==> config.mk <==
export PLATFORM = sky130hd
export DESIGN_NAME = i2c_master_byte_engine
export DESIGN_NICKNAME = d
export VERILOG_FILES = /design/src/sv/i2cmb_pkg.sv /design/src/sv/i2c_master_byte_engine.sv /design/src/sv/i2cmb_in_reg.sv /design/src/sv/i2cmb_seq.sv
export SDC_FILE = /design/constraint.sdc
export NUM_CORES = 1
export LEC_CHECK = 0
export BUFFER_PORTS_ARGS = -buffer_cell sky130_fd_sc_hd__buf_2
export CORE_MARGIN = 5
export CORE_UTILIZATION = 50
export DETAILED_ROUTE_END_ITERATION = 7
export PLACE_DENSITY = 0.68
export SLEW_MARGIN = 20
export SYNTH_ARGS = -nofsm -noshare
export SYNTH_HDL_FRONTEND = slang
export SYNTH_SLANG_ARGS = --single-unit
==> constraint.sdc <==
create_clock -name clk -period 4.14 [get_ports clk]
set_clock_uncertainty 0.1 [all_clocks]
set_input_delay 0.414 -clock clk [delete_from_list [all_inputs] [get_ports clk]]
set_output_delay 0.414 -clock clk [all_outputs]
set_load 0.05 [all_outputs]
==> src/sv/i2cmb_pkg.sv <==
`timescale 1ns / 1ps
// ----------------------------------------------------------------------------
// i2cmb_pkg
// Shared types and constants of the I2C master byte engine.
// ----------------------------------------------------------------------------
package i2cmb_pkg;

	localparam int TpuW   = 16;
	localparam int TmoW   = 8;
	localparam int DelayW = 20;
	localparam int CfgW   = 16;

	localparam logic [TmoW-1:0] AckTimeoutRst = TmoW'(250);
	localparam logic [TpuW-1:0] TicksPerUsRst = TpuW'(1);

	localparam logic CFG_TICKS_PER_US = 1'b0;
	localparam logic CFG_ACK_TIMEOUT  = 1'b1;

	localparam logic [2:0] OP_TICK  = 3'd0;
	localparam logic [2:0] OP_START = 3'd1;
	localparam logic [2:0] OP_STOP  = 3'd2;
	localparam logic [2:0] OP_WRITE = 3'd3;
	localparam logic [2:0] OP_READ  = 3'd4;

	typedef enum logic [4:0] {
		PH_IDLE    = 5'd0,
		PH_ST_A    = 5'd1,
		PH_ST_B    = 5'd2,
		PH_SP_A    = 5'd3,
		PH_SP_B    = 5'd4,
		PH_WR_SET  = 5'd5,
		PH_WR_HI   = 5'd6,
		PH_WR_LO   = 5'd7,
		PH_AK_REL  = 5'd8,
		PH_AK_HI   = 5'd9,
		PH_AK_POLL = 5'd10,
		PH_RD_LO   = 5'd11,
		PH_RD_HI   = 5'd12,
		PH_RA_SET  = 5'd13,
		PH_RA_HI   = 5'd14
	} phase_t;

	typedef struct packed {
		logic drive;
		logic level;
		logic scl;
	} lines_t;

	typedef struct packed {
		logic [2:0] op;
		logic [7:0] tx_byte;
		logic       send_ack;
		logic       sda_in;
	} in_item_t;

	typedef struct packed {
		logic       scl;
		logic       sda_level;
		logic       sda_drive;
		logic       busy_res;
		logic       done_res;
		logic [7:0] rx_byte;
		logic       ack_failed;
		logic       cmd_rejected;
	} out_item_t;

	function automatic lines_t mk_lines(input logic c, input logic l, input logic d);
		lines_t r;
		r.scl   = c;
		r.level = l;
		r.drive = d;
		return r;
	endfunction

endpackage

==> src/sv/i2c_master_byte_engine.sv <==
`timescale 1ns / 1ps
// A tick beat passes the input register, then the result register.
// Throughput: one tick beat per cycle unless out_ready stalls the result.
// Input register and result register decouple the two channels.
// Reset: bus idle with SCL high and SDA driven high, ticks_per_us 1,
// ack_timeout 250, rx byte and failure flag cleared.
// ----------------------------------------------------------------------------
// i2c_master_byte_engine
// Tick-driven I2C master: start, stop, byte write with ack poll, byte read.
// ----------------------------------------------------------------------------
module i2c_master_byte_engine
	import i2cmb_pkg::*;
(
	input  logic            clk,
	input  logic            arst_n,
	input  logic            cfg_we,
	input  logic            cfg_index,
	input  logic [CfgW-1:0] cfg_data,
	input  logic            in_valid,
	output logic            in_ready,
	input  in_item_t        in_data,
	output logic            out_valid,
	input  logic            out_ready,
	output out_item_t       out_data
);

	logic      item_valid;
	in_item_t  item;
	logic      adv;
	out_item_t res;
	logic      out_vld_q;
	out_item_t out_q;

	assign adv = item_valid && (!out_vld_q || out_ready);

	i2cmb_in_reg u_in_reg (
		.clk        (clk),
		.arst_n     (arst_n),
		.in_valid   (in_valid),
		.in_ready   (in_ready),
		.in_data    (in_data),
		.take       (adv),
		.item_valid (item_valid),
		.item       (item)
	);

	i2cmb_seq u_seq (
		.clk       (clk),
		.arst_n    (arst_n),
		.cfg_we    (cfg_we),
		.cfg_index (cfg_index),
		.cfg_data  (cfg_data),
		.step      (adv),
		.item      (item),
		.res       (res)
	);

	always_ff @(posedge clk or negedge arst_n) begin
		if (!arst_n) begin
			out_vld_q <= 1'b0;
		end else if (adv) begin
			out_vld_q <= 1'b1;
		end else if (out_ready) begin
			out_vld_q <= 1'b0;
		end
	end

	always_ff @(posedge clk) begin
		if (adv) begin
			out_q <= res;
		end
	end

	assign out_valid = out_vld_q;
	assign out_data  = out_q;

endmodule

==> src/sv/i2cmb_in_reg.sv <==
`timescale 1ns / 1ps
// ----------------------------------------------------------------------------
// i2cmb_in_reg
// Input register: holds one tick beat until the sequencer takes it.
// ----------------------------------------------------------------------------
module i2cmb_in_reg
	import i2cmb_pkg::*;
(
	input  logic     clk,
	input  logic     arst_n,
	input  logic     in_valid,
	output logic     in_ready,
	input  in_item_t in_data,
	input  logic     take,
	output logic     item_valid,
	output in_item_t item
);

	logic     vld_s1;
	in_item_t data_s1;

	assign in_ready   = !vld_s1 || take;
	assign item_valid = vld_s1;
	assign item       = data_s1;

	always_ff @(posedge clk or negedge arst_n) begin
		if (!arst_n) begin
			vld_s1 <= 1'b0;
		end else if (in_ready) begin
			vld_s1 <= in_valid;
		end
	end

	always_ff @(posedge clk) begin
		if (in_ready && in_valid) begin
			data_s1 <= in_data;
		end
	end

endmodule

==> src/sv/i2cmb_seq.sv <==
`timescale 1ns / 1ps
// ----------------------------------------------------------------------------
// i2cmb_seq
// Bus phase sequencer: configuration, engine state and one-tick step logic.
// ----------------------------------------------------------------------------
module i2cmb_seq
	import i2cmb_pkg::*;
(
	input  logic            clk,
	input  logic            arst_n,
	input  logic            cfg_we,
	input  logic            cfg_index,
	input  logic [CfgW-1:0] cfg_data,
	input  logic            step,
	input  in_item_t        item,
	output out_item_t       res
);

	logic [TpuW-1:0]   tpu_q;
	logic [TmoW-1:0]   tmo_q;
	phase_t            phase_q, phase_d;
	logic [3:0]        bit_q, bit_d;
	logic [7:0]        shift_q, shift_d;
	logic [DelayW-1:0] delay_q, delay_d;
	logic [7:0]        poll_q, poll_d;
	lines_t            lines_q, lines_d;
	logic              ack_q, ack_d;
	logic [7:0]        rx_q, rx_d;
	logic              fail_q, fail_d;
	logic              done, rej, cmd;
	logic [DelayW-1:0] d1, d2, d4;
	logic [3:0]        bit_inc;
	logic [7:0]        shift_sh;

	always_ff @(posedge clk or negedge arst_n) begin
		if (!arst_n) begin
			tpu_q <= TicksPerUsRst;
			tmo_q <= AckTimeoutRst;
		end else if (cfg_we) begin
			unique case (cfg_index)
				CFG_TICKS_PER_US: tpu_q <= cfg_data[TpuW-1:0];
				CFG_ACK_TIMEOUT:  tmo_q <= cfg_data[TmoW-1:0];
				default: ;
			endcase
		end
	end

	always_comb begin
		d1 = (tpu_q == '0) ? DelayW'(1) : DelayW'(tpu_q);
		d2 = (tpu_q == '0) ? DelayW'(1) : DelayW'({tpu_q, 1'b0});
		d4 = (tpu_q == '0) ? DelayW'(1) : DelayW'({tpu_q, 2'b00});
		bit_inc  = bit_q + 4'd1;
		shift_sh = {shift_q[6:0], 1'b0};
		case (item.op) inside
			[OP_START:OP_READ]: cmd = 1'b1;
			default:            cmd = 1'b0;
		endcase
	end

	always_comb begin
		phase_d = phase_q;
		bit_d   = bit_q;
		shift_d = shift_q;
		delay_d = delay_q;
		poll_d  = poll_q;
		lines_d = lines_q;
		ack_d   = ack_q;
		rx_d    = rx_q;
		fail_d  = fail_q;
		done    = 1'b0;
		rej     = 1'b0;
		if (phase_q != PH_IDLE) begin
			rej = cmd;
			if (phase_q == PH_AK_POLL) begin
				if (!item.sda_in) begin
					fail_d  = 1'b0;
					phase_d = PH_IDLE;
					lines_d = mk_lines(1'b0, 1'b1, 1'b0);
					done    = 1'b1;
				end else if (poll_q >= tmo_q) begin
					fail_d  = 1'b1;
					phase_d = PH_SP_A;
					lines_d = mk_lines(1'b0, 1'b0, 1'b1);
					delay_d = d4;
				end else begin
					poll_d = poll_q + 8'd1;
				end
			end else if (phase_q == PH_RD_LO && delay_q <= DelayW'(1)) begin
				phase_d = PH_RD_HI;
				lines_d = mk_lines(1'b1, 1'b1, 1'b0);
				delay_d = d1;
				shift_d = {shift_q[6:0], item.sda_in};
				bit_d   = bit_inc;
			end else if (delay_q <= DelayW'(1)) begin
				unique case (phase_q)
					PH_ST_A: begin
						phase_d = PH_ST_B;
						lines_d = mk_lines(1'b1, 1'b0, 1'b1);
						delay_d = d4;
					end
					PH_ST_B: begin
						phase_d = PH_IDLE;
						lines_d = mk_lines(1'b0, 1'b0, 1'b1);
						done    = 1'b1;
					end
					PH_SP_A: begin
						phase_d = PH_SP_B;
						lines_d = mk_lines(1'b1, 1'b1, 1'b1);
						delay_d = d4;
					end
					PH_SP_B: begin
						phase_d = PH_IDLE;
						lines_d = mk_lines(1'b1, 1'b1, 1'b1);
						done    = 1'b1;
					end
					PH_WR_SET: begin
						phase_d     = PH_WR_HI;
						lines_d.scl = 1'b1;
						delay_d     = d2;
					end
					PH_WR_HI: begin
						phase_d     = PH_WR_LO;
						lines_d.scl = 1'b0;
						delay_d     = d2;
					end
					PH_WR_LO: begin
						shift_d = shift_sh;
						bit_d   = bit_inc;
						if (bit_inc[3]) begin
							phase_d = PH_AK_REL;
							lines_d = mk_lines(1'b0, 1'b1, 1'b0);
							delay_d = d1;
						end else begin
							phase_d = PH_WR_SET;
							lines_d = mk_lines(1'b0, shift_sh[7], 1'b1);
							delay_d = d2;
						end
					end
					PH_AK_REL: begin
						phase_d = PH_AK_HI;
						lines_d = mk_lines(1'b1, 1'b1, 1'b0);
						delay_d = d1;
					end
					PH_AK_HI: begin
						phase_d = PH_AK_POLL;
						poll_d  = '0;
					end
					PH_RD_HI: begin
						if (bit_q[3]) begin
							phase_d = PH_RA_SET;
							lines_d = mk_lines(1'b0, ~ack_q, 1'b1);
						end else begin
							phase_d = PH_RD_LO;
							lines_d = mk_lines(1'b0, 1'b1, 1'b0);
						end
						delay_d = d2;
					end
					PH_RA_SET: begin
						phase_d     = PH_RA_HI;
						lines_d.scl = 1'b1;
						delay_d     = d2;
					end
					PH_RA_HI: begin
						rx_d        = shift_q;
						phase_d     = PH_IDLE;
						lines_d.scl = 1'b0;
						done        = 1'b1;
					end
					default: phase_d = PH_IDLE;
				endcase
			end else begin
				delay_d = delay_q - DelayW'(1);
			end
		end else begin
			unique case (item.op)
				OP_START: begin
					phase_d = PH_ST_A;
					lines_d = mk_lines(1'b1, 1'b1, 1'b1);
					delay_d = d4;
				end
				OP_STOP: begin
					phase_d = PH_SP_A;
					lines_d = mk_lines(1'b0, 1'b0, 1'b1);
					delay_d = d4;
				end
				OP_WRITE: begin
					shift_d = item.tx_byte;
					bit_d   = '0;
					poll_d  = '0;
					phase_d = PH_WR_SET;
					lines_d = mk_lines(1'b0, item.tx_byte[7], 1'b1);
					delay_d = d2;
				end
				OP_READ: begin
					shift_d = '0;
					bit_d   = '0;
					ack_d   = item.send_ack;
					phase_d = PH_RD_LO;
					lines_d = mk_lines(1'b0, 1'b1, 1'b0);
					delay_d = d2;
				end
				default: ;
			endcase
		end
	end

	always_comb begin
		res.scl          = lines_d.scl;
		res.sda_level    = lines_d.level;
		res.sda_drive    = lines_d.drive;
		res.busy_res     = (phase_d != PH_IDLE);
		res.done_res     = done;
		res.rx_byte      = rx_d;
		res.ack_failed   = fail_d;
		res.cmd_rejected = rej;
	end

	always_ff @(posedge clk or negedge arst_n) begin
		if (!arst_n) begin
			phase_q <= PH_IDLE;
			bit_q   <= '0;
			shift_q <= '0;
			delay_q <= '0;
			poll_q  <= '0;
			lines_q <= mk_lines(1'b1, 1'b1, 1'b1);
			ack_q   <= 1'b0;
			rx_q    <= '0;
			fail_q  <= 1'b0;
		end else if (step) begin
			phase_q <= phase_d;
			bit_q   <= bit_d;
			shift_q <= shift_d;
			delay_q <= delay_d;
			poll_q  <= poll_d;
			lines_q <= lines_d;
			ack_q   <= ack_d;
			rx_q    <= rx_d;
			fail_q  <= fail_d;
		end
	end

endmodule
Word level (Yosys, flattened, before mapping)
Cells that the tools add are included.
{ "op_classes": {"add_sub_neg": 3, "magnitude_cmp": 4, "eq_ne": 28, "n_mux": 70, "bitwise_logic": 3, "reduce_logical": 32} }
{ "op_table": {"columns": ["cell", "count"], "rows": [
  ["8-bit two-way mux", 18],
  ["20-bit two-way mux", 7],
  ["20-bit case mux with 4 select lines", 1],
  ["5-bit case mux with 9 select lines", 1],
  ["20-bit case mux with 2 select lines", 1],
  ["5-bit by 4-bit == test with 1-bit output (second input constant)", 7],
  ["5-bit two-way mux", 6],
  ["4-bit two-way mux", 7],
  ["3-bit two-way mux", 9],
  ["3-bit != test (second input constant)", 8],
  ["5-bit by 3-bit == test with 1-bit output (second input constant)", 4],
  ["20-bit by 1-bit <= comparator with 1-bit output (second input constant)", 1],
  ["5-bit case mux with 4 select lines", 1],
  ["20-bit by 1-bit subtractor with 20-bit output (second input constant)", 1],
  ["18-bit two-way mux", 1],
  ["17-bit two-way mux", 1],
  ["16-bit logical NOT", 1],
  ["16-bit two-way mux", 1],
  ["8-bit case mux with 2 select lines", 1],
  ["5-bit AND reduction", 3],
  ["1-bit two-way mux", 12],
  ["3-bit case mux with 4 select lines", 1],
  ["5-bit by 2-bit == test with 1-bit output (second input constant)", 2],
  ["2-bit case mux with 5 select lines", 1],
  ["other kinds (26)", 44]
]} }
{ "word_totals": {"reg_bits": 112, "inputBits": 35, "output_inout_bits": 17, "wordCells": 167} }

Depth between registers and ports, before layout
{ "depth": {"ltp_word": 8, "depth_mapped": 11, "ltp_nobuf": 8} }

By module
From an unflattened synthesis, not the netlist that was laid out.
{ "unflattened": {"cells_unflattened": 715, "hier_area_um2": 6784.0} }
{ "by_module_without_submodules": {"columns": ["module", "instances", "cells_each", "area_per_inst_um2", "seq_area_each_um2"], "rows": [
  ["i2cmb_seq", 1, 679, 5845.6, 2064.5],
  ["i2c_master_byte_engine", 1, 19, 494.2, 475.5],
  ["i2cmb_in_reg", 1, 17, 444.2, 415.4]
]} }

Worst setup path before layout
Ideal clock, no wire load.
{ "synth_timing": {"path_kind": "register -> register", "startpoint": "reg u_seq.tmo_q[6]", "endpoint": "reg u_seq.poll_q[4]", "setup_ps": 78, "t_arrival_ps": 2544, "required_time_ps": 3962, "path_slack_ps": 1418, "path_stages_with_launch": 10, "n_path_buf": 1, "period_less_slack_ps": 2722, "cell_sequence": "dfstp_2 inv_1 ha_1 or2_2 a2111oi_0 o21a_1 nor3_1 clkbuf_1 or4_1 a21boi_1"} }
{ "synth_via": {"elab_chain_cells": 3} }
{ "synth_rtl": {"columns": ["element", "line_no", "rtl"], "rows": [
  ["start, declared", "i2cmb_seq.sv:20", "logic [TmoW-1:0] tmo_q;"],
  ["start signal, assigned", "i2cmb_seq.sv:38", "tmo_q <= AckTimeoutRst;"],
  ["start signal, assigned", "i2cmb_seq.sv:42", "CFG_ACK_TIMEOUT: tmo_q <= cfg_data[TmoW-1:0];"],
  ["8-bit greater-or-equal comparator", "i2cmb_seq.sv:80", "end else if (poll_q >= tmo_q) begin"],
  ["3-bit != test (no source line)", null, null],
  ["7-bit AND reduction (no source line)", null, null],
  ["end signal, assigned", "i2cmb_seq.sv:234", "poll_q <= poll_d;"],
  ["end, declared", "i2cmb_seq.sv:25", "logic [7:0] poll_q, poll_d;"]
]} }
No other way between the ends.
A chain may end at the register's enable or synchronous reset.

==> impl_metrics.json <==
{
  "status": "finished clean",
  "power_mw": 2.868,
  "dp_hpwl_um": 14480,
  "ios": 52,
  "cts_setup_buffers": 0,
  "clkSinkCount": 112,
  "cap_violations": 0,
  "fin_crit_sh_pct": 79.90,
  "ys_seq_area_share_pct": 42.48,
  "synth_top_family_by_area": "compound AO/OA/AOI/OAI gates",
  "ys_ff_latch": 112,
  "cts_max_level": 3,
  "ir_drop_v": 0.0002392,
  "crit_path_cell_trace": "nor3b_1, nand2_1, a31o_2, a211oi_1, nand4_1",
  "synth_nets": 781,
  "max_freq_ghz": 0.3023,
  "leakage_nw": 2.964,
  "die_y_um": 128.0,
  "drt_first_pass_iters": 6,
  "fillerInstances": 1231,
  "synth_compound_area_share_pct": 22.25,
  "first_global_vias": 5820,
  "avgSynthCellArea_um2": 9.478,
  "slowest_delay_ns": 0.79,
  "final_nets": 807,
  "synthDistinctLibCells": 74,
  "hold_path.class": "in -> async",
  "end_kind": "flop",
  "grt_pass1_wl_um": 31660,
  "synth_flop_cell": "dfrtp_1",
  "start_util_pct": 50.51,
  "synthXorXnorAreaFrac_pct": 1.511,
  "num_rows": 43,
  "required_ns": 4.12,
  "grt_usage_pct": 24.34,
  "routedWlPerCell_um": 21.06,
  "root_buffer": "clkbuf_16",
  "cts_buffers": 9,
  "synthAdderAreaFrac_pct": 2.158,
  "critPathSlowestCell": "dfrtp_1",
  "clock_path_buffers": 2,
  "clk_latency_ns": 0.36,
  "diodes": 0,
  "gp_congestion": 0.9863,
  "syn_inst": 734,
  "cp.buffers_inverters": 0,
  "cts_tree": "yes",
  "crit_path_max_fanout": 24,
  "synthSimpleGateAreaFrac_pct": 20.02,
  "grt_setup_unrepaired": "false",
  "postCtsHoldBufs": 0,
  "tightestPinTransition_ns": 1.072,
  "ys_warn_count": 0,
  "synth.area.mux_share_pct": 7.392,
  "postRouteAntennaNets": 0,
  "die_area_mm2": 0.01637,
  "fin_crit_ns": 3.308,
  "cts_resized": 0,
  "crit_path_start_kind": "flop",
  "port_buffers": 51,
  "setup_tns_ns": 0,
  "slew_headroom_pct": 28.48,
  "async_flop_share_pct": 75.00,
  "crit_arrival_ns": 3.29,
  "drc": 0,
  "syn_area_mm2": 0.006957,
  "overflow": 0,
  "setup_viol": 0,
  "wl_um": 19900,
  "die_x_um": 128.0,
  "crit_type": "reg -> reg",
  "r2r_slack_ns": 0.83,
  "area_growth_pct": 10.23,
  "path_delay_family": "simple AND/OR/NAND/NOR gates",
  "drive_gt1_share_pct": 20.13,
  "clk_pin_slew_ns": 0.08,
  "vias": 6247,
  "synth_edf_count": 28,
  "power_density_mw_per_mm2": 374.0,
  "drt-vias-per-instance": 6.611,
  "grt_max_degree": 59,
  "core_mm2": 0.01377,
  "drtIter0Drc": 919,
  "maxSlewViolCount": 0,
  "hold_violations": 0,
  "antenna_found_initial": 1
}
-- cell type report --
cell class	instances	area (um^2)	area share [%]
Clock buffer	9	225.2	2.937
Clock inverter	7	96.34	1.256
Inverter	21	78.83	1.028
Multi-Input combinational cell	549	3710	48.38
Sequential cell	112	2955	38.54
Tap cell	180	225.2	2.937
Timing Repair Buffer	67	377.9	4.927
-- cell usage after synthesis, types with 5 or more instances --
cell type  count  area share, %
a2111oi_0      5           0.63
a211oi_1      15            1.6
a21oi_1       29            2.1
a22o_1         8            1.0
a22oi_1        7           0.76
a31oi_1       13            1.2
a32oi_1       10            1.3
and2_1         6           0.54
and3_1         7           0.63
and4_1         5           0.63
buf_1          6           0.32
buf_2          8           0.58
clkbuf_1      37            2.0
dfrtp_1       74             27
dfstp_2       10            3.8
edfxtp_1      28             12
ha_1          12            2.2
inv_1         20            1.1
mux2_2        43            7.0
nand2_1       50            2.7
nand2b_1      12            1.1
nand3_1       36            2.6
nand4_1        9           0.81
nor2_1        53            2.9
nor2b_1        8           0.72
nor3_1        15            1.1
nor4_1        12            1.1
o2111ai_1      5           0.63
o211ai_1      11            1.2
o21a_1         7           0.76
o21ai_0       41            2.9
o221ai_1       5           0.63
o22ai_1        5           0.45
o31ai_1       17            1.8
or2_2          8           0.72
or3_1         11           0.99
or4_1          7           0.76
xnor2_1        9            1.1
-- cell usage in the layout (no fill, tap or decap), drive strengths merged, types with 12 or more instances in the layout --
cell / netlist / layout
o31ai: 17 / 17
dfrtp: 74 / 74
mux2: 43 / 43
a31oi: 14 / 14
nor3: 15 / 15
nor2: 55 / 55
inv: 20 / 23
a21oi: 29 / 29
o21ai: 45 / 45
nand2: 50 / 50
nor4: 14 / 14
buf: 15 / 67
nand3: 36 / 36
edfxtp: 28 / 28
nand2b: 12 / 12
ha: 12 / 12
a211oi: 15 / 15
-- logic make-up (layout without fill, tap and decap cells) --
| group | count (synthesis) | after routing |
|---|---|---|
| AND/OR/NAND/NOR | 260 | 260 |
| AO/OA/AOI/OAI | 219 | 219 |
| flip-flops | 112 | 112 |
| buffers and inverters | 73 | 104 |
| multiplexers | 46 | 46 |
| adder cells (fa/ha/maj) | 12 | 12 |
| XOR/XNOR | 12 | 12 |
-- stage by stage --
step	area (um^2)	instances	worst slack (ns)	util [%]	hold slack, ns
6_report	7669	945	0.8323	55.68	0.01108
5_1_grt	7669	945	0.6152	55.68	0.07918
4_1_cts	7669	945	0.9386	55.68	0.05120
3_5_place_dp	7347	929	0.9316	53.34	0.3884
3_3_place_gp	7347	929	0.9306	53.34	0.3716
2_1_floorplan	6957	734	1.418	-	0.01841
-- sequential cells by signal, summed over array words and instances (netlist names), 3 cells and up --
signal and cells:
out_data 15, u_seq.delay_q 20, u_seq.bit_q 4, u_seq.rx_q 8
u_seq.poll_q 8, u_seq.lines_q 3, u_in_reg.item 13, u_seq.tpu_q 16
u_seq.shift_q 8, u_seq.phase_q 5, u_seq.tmo_q 8
-- routing by layer --
metal  wire (um)  vias up  GRT usage, %
met5          13        -             0
met4         410        2         6.305
met3        1804       47         5.417
met2        8970      336         37.00
met1        8704     3002         35.31
li1            -     2860             -
-- power breakdown --
group | internal, mW | switching [mW]
Sequential | 1.25 | 0.153
Combinational | 0.216 | 0.310
Clock | 0.489 | 0.454
-- path summary, 6_finish.rpt --
path,startpoint,to,depth (start not counted)
worst min register to register,u_seq.delay_q[19],u_seq.delay_q[19],1
worst max-delay path,u_seq.phase_q[3],out_data[11],5
worst max register to register,u_seq.phase_q[3],out_data[11],5
worst min-delay path,arst_n,u_seq.rx_q[1],1
min in group clk,in_data[4],u_in_reg.item[4],1
max in group asynchronous,arst_n,u_seq.shift_q[6],2
No activity file was read; power rests on OpenSTA's default activity.
